`src/hw/rtl/qvr_pkg.sv`:
```
package qvr_pkg;

    // Field and intermediate widths
    localparam int unsigned D_W  = 16;            // quaternion and vector components
    localparam int unsigned P1_W = 2 * D_W;       // q * v partial products
    localparam int unsigned T_W  = P1_W + 2;      // t = q * (0, v), sum of three products
    localparam int unsigned P2_W = T_W + D_W;     // t * conj(q) partial products
    localparam int unsigned R_W  = P2_W + 2;      // sum of four products
    localparam int unsigned N_PROD = 12;          // products per stage
    localparam int unsigned FRAC_SHIFT = 30;      // two Q1.15 factors
    localparam int unsigned SH_W = R_W - FRAC_SHIFT;

    // Configuration register indexes
    localparam int unsigned CFG_ADDR_W = 2;
    localparam logic [CFG_ADDR_W-1:0] REG_QUAT_W = 2'd0;
    localparam logic [CFG_ADDR_W-1:0] REG_QUAT_X = 2'd1;
    localparam logic [CFG_ADDR_W-1:0] REG_QUAT_Y = 2'd2;
    localparam logic [CFG_ADDR_W-1:0] REG_QUAT_Z = 2'd3;

    localparam logic signed [D_W-1:0] QUAT_W_RESET = 16'sd32767;
    localparam logic signed [D_W-1:0] QUAT_V_RESET = 16'sd0;

    typedef struct packed {
        logic signed [D_W-1:0] w;
        logic signed [D_W-1:0] x;
        logic signed [D_W-1:0] y;
        logic signed [D_W-1:0] z;
    } quat_t;

    typedef struct packed {
        logic signed [D_W-1:0] z;
        logic signed [D_W-1:0] y;
        logic signed [D_W-1:0] x;
    } vec_t;

    typedef struct packed {
        logic signed [T_W-1:0] s;
        logic signed [T_W-1:0] x;
        logic signed [T_W-1:0] y;
        logic signed [T_W-1:0] z;
    } tvec_t;

    typedef struct packed {
        logic signed [R_W-1:0] x;
        logic signed [R_W-1:0] y;
        logic signed [R_W-1:0] z;
    } rvec_t;

    typedef struct packed {
        logic                  clipped;
        logic signed [D_W-1:0] rot_z;
        logic signed [D_W-1:0] rot_y;
        logic signed [D_W-1:0] rot_x;
    } res_t;

endpackage

```
`src/hw/rtl/qvr_round_sat.sv`:
```
// Round half up at 2^-30, saturate to 16 bits; holds the output word.
module qvr_round_sat (
    input  logic           aclk,
    input  logic           aresetn,
    input  logic           in_valid,
    output logic           in_ready,
    input  qvr_pkg::rvec_t in_r,
    output logic           out_valid,
    input  logic           out_ready,
    output qvr_pkg::res_t  out_res
);
    import qvr_pkg::*;

    localparam logic signed [R_W-1:0]  HALF    = R_W'(64'sd1 <<< (FRAC_SHIFT - 1));
    localparam logic signed [SH_W-1:0] SAT_MAX = SH_W'(32767);
    localparam logic signed [SH_W-1:0] SAT_MIN = -SH_W'(32768);

    logic  valid_reg;
    logic  s5_en;
    logic  sat_x;
    logic  sat_y;
    logic  sat_z;
    res_t  res_next;
    res_t  res_reg;

    function automatic logic signed [D_W-1:0] round_sat(
        input  logic signed [R_W-1:0] acc,
        output logic                  sat
    );
        logic signed [R_W-1:0]  biased;
        logic signed [SH_W-1:0] q;
        biased = acc + HALF;
        q      = biased[R_W-1:FRAC_SHIFT];
        sat    = 1'b0;
        if (q > SAT_MAX) begin
            sat = 1'b1;
            return SAT_MAX[D_W-1:0];
        end else if (q < SAT_MIN) begin
            sat = 1'b1;
            return SAT_MIN[D_W-1:0];
        end
        return q[D_W-1:0];
    endfunction

    assign s5_en    = !valid_reg || out_ready;
    assign in_ready = s5_en;

    always_comb begin
        res_next.rot_x   = round_sat(in_r.x, sat_x);
        res_next.rot_y   = round_sat(in_r.y, sat_y);
        res_next.rot_z   = round_sat(in_r.z, sat_z);
        res_next.clipped = sat_x | sat_y | sat_z;
    end

    always_ff @(posedge aclk) begin
        if (!aresetn) begin
            valid_reg <= 1'b0;
        end else if (s5_en) begin
            valid_reg <= in_valid;
        end
    end

    always_ff @(posedge aclk) begin
        if (s5_en && in_valid) begin
            res_reg <= res_next;
        end
    end

    assign out_valid = valid_reg;
    assign out_res   = res_reg;

endmodule

```
`config.mk`:
```
export PLATFORM = sky130hd
export DESIGN_NAME = qvr_round_sat
export DESIGN_NICKNAME = d
export VERILOG_FILES = /design/src/hw/rtl/qvr_pkg.sv /design/src/hw/rtl/qvr_round_sat.sv
export SDC_FILE = /design/constraint.sdc
export NUM_CORES = 1
export LEC_CHECK = 0
export BUFFER_PORTS_ARGS = -buffer_cell sky130_fd_sc_hd__clkbuf_2
export CAP_MARGIN = 20
export CORE_MARGIN = 10
export CORE_UTILIZATION = 39
export CTS_CLUSTER_DIAMETER = 40
export DETAILED_ROUTE_END_ITERATION = 7
export PLACE_DENSITY = 0.77
export SLEW_MARGIN = 5
export SYNTH_ARGS = -nofsm -noshare
export SYNTH_HDL_FRONTEND = slang
export SYNTH_SLANG_ARGS = --single-unit
```
`constraint.sdc`:
```
create_clock -name aclk -period 1.86 [get_ports aclk]
set_input_delay 0.093 -clock aclk [delete_from_list [all_inputs] [get_ports aclk]]
set_output_delay 0.093 -clock aclk [all_outputs]
set_load 0.1 [all_outputs]
```
==> flow_summary_export.csv <==
group,metric,value,unit
yosys,syn_inst,325,
yosys,synth_top_area_share,43.57,%
clock_tree,cts_made_buffers,5,
worst_setup_path,cp_max_fo,10,
placement,io_buffer_count,123,
yosys,ys_top_cells_by_area,"edfxtp_1 44%, xor2_1 6.5%, xnor2_1 6.0%",
floorplanning,die_h,113.1,µm
power_and_ir_drop,p_leak,2.177,nW
grt,grtUsageTotal,15.57,%
clock_tree,insertion_delay,0.30,ns
floorplanning,die-area,0.01278,mm²
sta,slew_headroom,62.64,%
yosys,synthesis.area,0.003377,mm²
cells_and_area,diodes,0,
drt,drc,0,
min_path,min_path_type,"primary input to register",
sta,tightestPinTransition,0.5627,ns
clock_tree,clockBufferDepth,2,
worst_setup_path,rrSetupSlack,0.69,ns
yosys,synth_fp_nets,488,
sta,period_share,98.46,%
floorplanning,ios,211,
sta,setup_slack,0.02865,ns
worst_setup_path,critPathRequiredTime,1.98,ns
worst_setup_path,critPathMostFrequentCell,"buf_4",
drt,drt-initial-drc-count,152,
worst_setup_path,cp_top_family,"simple AND/OR/NAND/NOR gates",
drt,wl_per_cell,16.26,µm
floorplanning,die_width,113.1,µm
worst_setup_path,arrival,1.95,ns
power_and_ir_drop,ir_worst_vdd,345.3,µV
worst_setup_path,path_buf_inv,4,
yosys,yosysTopAreaCell,"edfxtp_1",
cells_and_area,drive_gt1_share,52.53,%
sta,period_needed,1.831,ns
grt,grt_pass1_wl,16.82,mm
power_and_ir_drop,power_density,606.5,mW/mm²
placement,dp_hpwl,8.354,mm
yosys,synth_warnings,0,
yosys,yosys_most_used_dff,"edfxtp_1",
floorplanning,fp.coreArea,0.008341,mm²
clock_tree,cts.root.buffer_cell,"clkbuf_8",
worst_setup_path,cpPeakStageDelay,0.33,ns
worst_setup_path,cpMaxStageDelayCell,"nor4_4",
sta,drv_slew,0,
drt,wirelength,10.71,mm
yosys,synth_enable_flop_cells,49,
run_status,status,"finished, final reports clean",
sta,finalSetupTns,0,ns
worst_setup_path,critical_path.endpoint_type,"register",
worst_setup_path,startpoint_type,"primary input",
yosys,postSynthAreaPerCell,10.39,µm²
yosys,ys_seq_area_share,44.16,%
power_and_ir_drop,p_total,3.182,mW
yosys,ys_seq_elements,50,
yosys,synth_most_common_cell,"edfxtp_1",
worst_setup_path,crit_chain,"clkbuf_2, ha_2, nand3_4, nor4_4, buf_4, buf_4, nor4b_2, a31oi_1, a22o_1, nand2_2, buf_12, o21ai_0",
clock_tree,clock-sinks,50,
clock_tree,cts.reportedPaths.clkPinSlew,0.10,ns
yosys,synth_common_cells,"49 x edfxtp_1, 26 x nand2_1, 25 x xor2_1, 24 x nand3_1, 24 x nor2_1",
yosys,ys_types,55,
run,maxCapViolations,0,
sta,clock_skew,0.01217,ns
grt,grt_pass1_vias,3461,
grt,grt_max_degree,50,
sta,finalSetupViolCount,0,
clock_tree,cts_tree,"done",
sta,hold_viol_final,0,
grt,antenna_found_initial,0,
cells_and_area,layout.nets,716,
floorplanning,rows,33,
floorplanning,start_util,40.49,%
placement,gp_congestion,0.8840,
drt,firstDrtPassIters,4,
clock_tree,htree_levels,2,
drt,vias,3476,
drt,vias_per_cell,5.275,
grt,grt_overflow,0,
cells_and_area,syn_to_final_growth,55.35,%
yosys,synthArstFlopShare,0,%
worst_setup_path,path_class,"primary input to register",
drt,antenna_left,0,
sta,whs,0.009193,ns
placement,pre_cts_slack,-0.6268,ns
sta,fmax,546.0,MHz
-- registers in the layout (all words and copies together), names as in the netlist --
signal	cells
out_valid	1
out_res	49
-- layout make-up --
cell class                      instances  area [µm²]
Clock buffer                            5       68.82
Clock inverter                          3       23.77
Fill cell                             667        3094
Inverter                                6       22.52
Multi-Input combinational cell        263        1989
Sequential cell                        50        1493
Tap cell                              105       131.4
Timing Repair Buffer                  227        1518
-- cell families (layout without fill, tap and decap cells) --
family          Yosys count  after routing  share of synthesized area, %
mux                       3              3                        0.9263
simple gates            144            145                         25.90
flops                    50             50                         44.16
fa+ha+maj                 3              3                         1.112
buf+inv                  13            241                         2.667
xor+xnor                 48             48                         12.45
compound gates           64             64                         12.78
-- report_power, final --
part	total, mW	switching [mW]	leakage, nW	internal (mW)
logic	1.17	0.834	1.67	0.338
clock network	0.664	0.394	0.0408	0.270
registers	1.35	0.0210	0.467	1.33
-- path summary, 6_finish.rpt --
check / from / to / cells past startpoint
worst min register to register: out_valid / out_valid / 2
worst min-delay path: aresetn / out_valid / 2
worst max register to register: out_valid / out_res[13] / 3
worst max-delay path: in_r[133] / out_res[4] / 12
-- cell usage in the layout, fill, tap and decap left out, types with 3 or more instances in the layout --
cell      Yosys  final
xnor2_1      23     22
nand3_1      24     20
a21oi_1       3      3
nor3_1        9      9
nand2_1      26     24
inv_1         6      6
and3_1        9      9
buf_6         3      7
o21ai_1      11     13
xor2_1       25     23
buf_12        1      4
a31oi_1       3      3
clkbuf_2      0    115
nor4_4        3      3
o21ai_0      20     14
o21ai_2      15     19
nor2_1       24     23
clkbuf_8      0      9
and4_1        3      3
edfxtp_1     49     49
nand2b_4      0      3
buf_4         0     97
nand4_1      16     16
nand3_2       2      4
nor2b_1       3      3
nand2_2       1      3
-- stage by stage --
step	area [µm²]	cells	utilization (%)
after floorplan	3400	325	-
after global placement	4797	635	57.52
after detailed placement	4797	635	57.52
after CTS	5086	650	60.98
after global routing	5246	659	62.90
final	5246	659	62.90
-- repair_timing --
item | in CTS | in global routing
setup endpoints to repair | 18 | 40
buffers inserted | 7 | 9
hold endpoints to repair | 0 | 0
hold buffers | 0 | 0
cloned | 1 | 0
gates resized for setup | 31 | 18
pin swaps | 10 | 13
-- per-layer routing --
layer	vias up	global-route usage (%)	wire length (µm)
li1	1690	-	-
met3	16	4.332	803
met5	-	0	0
met4	0	3.892	173
met1	1629	17.71	4188
met2	141	28.00	5547
No activity file was read; power rests on OpenSTA's default activity.
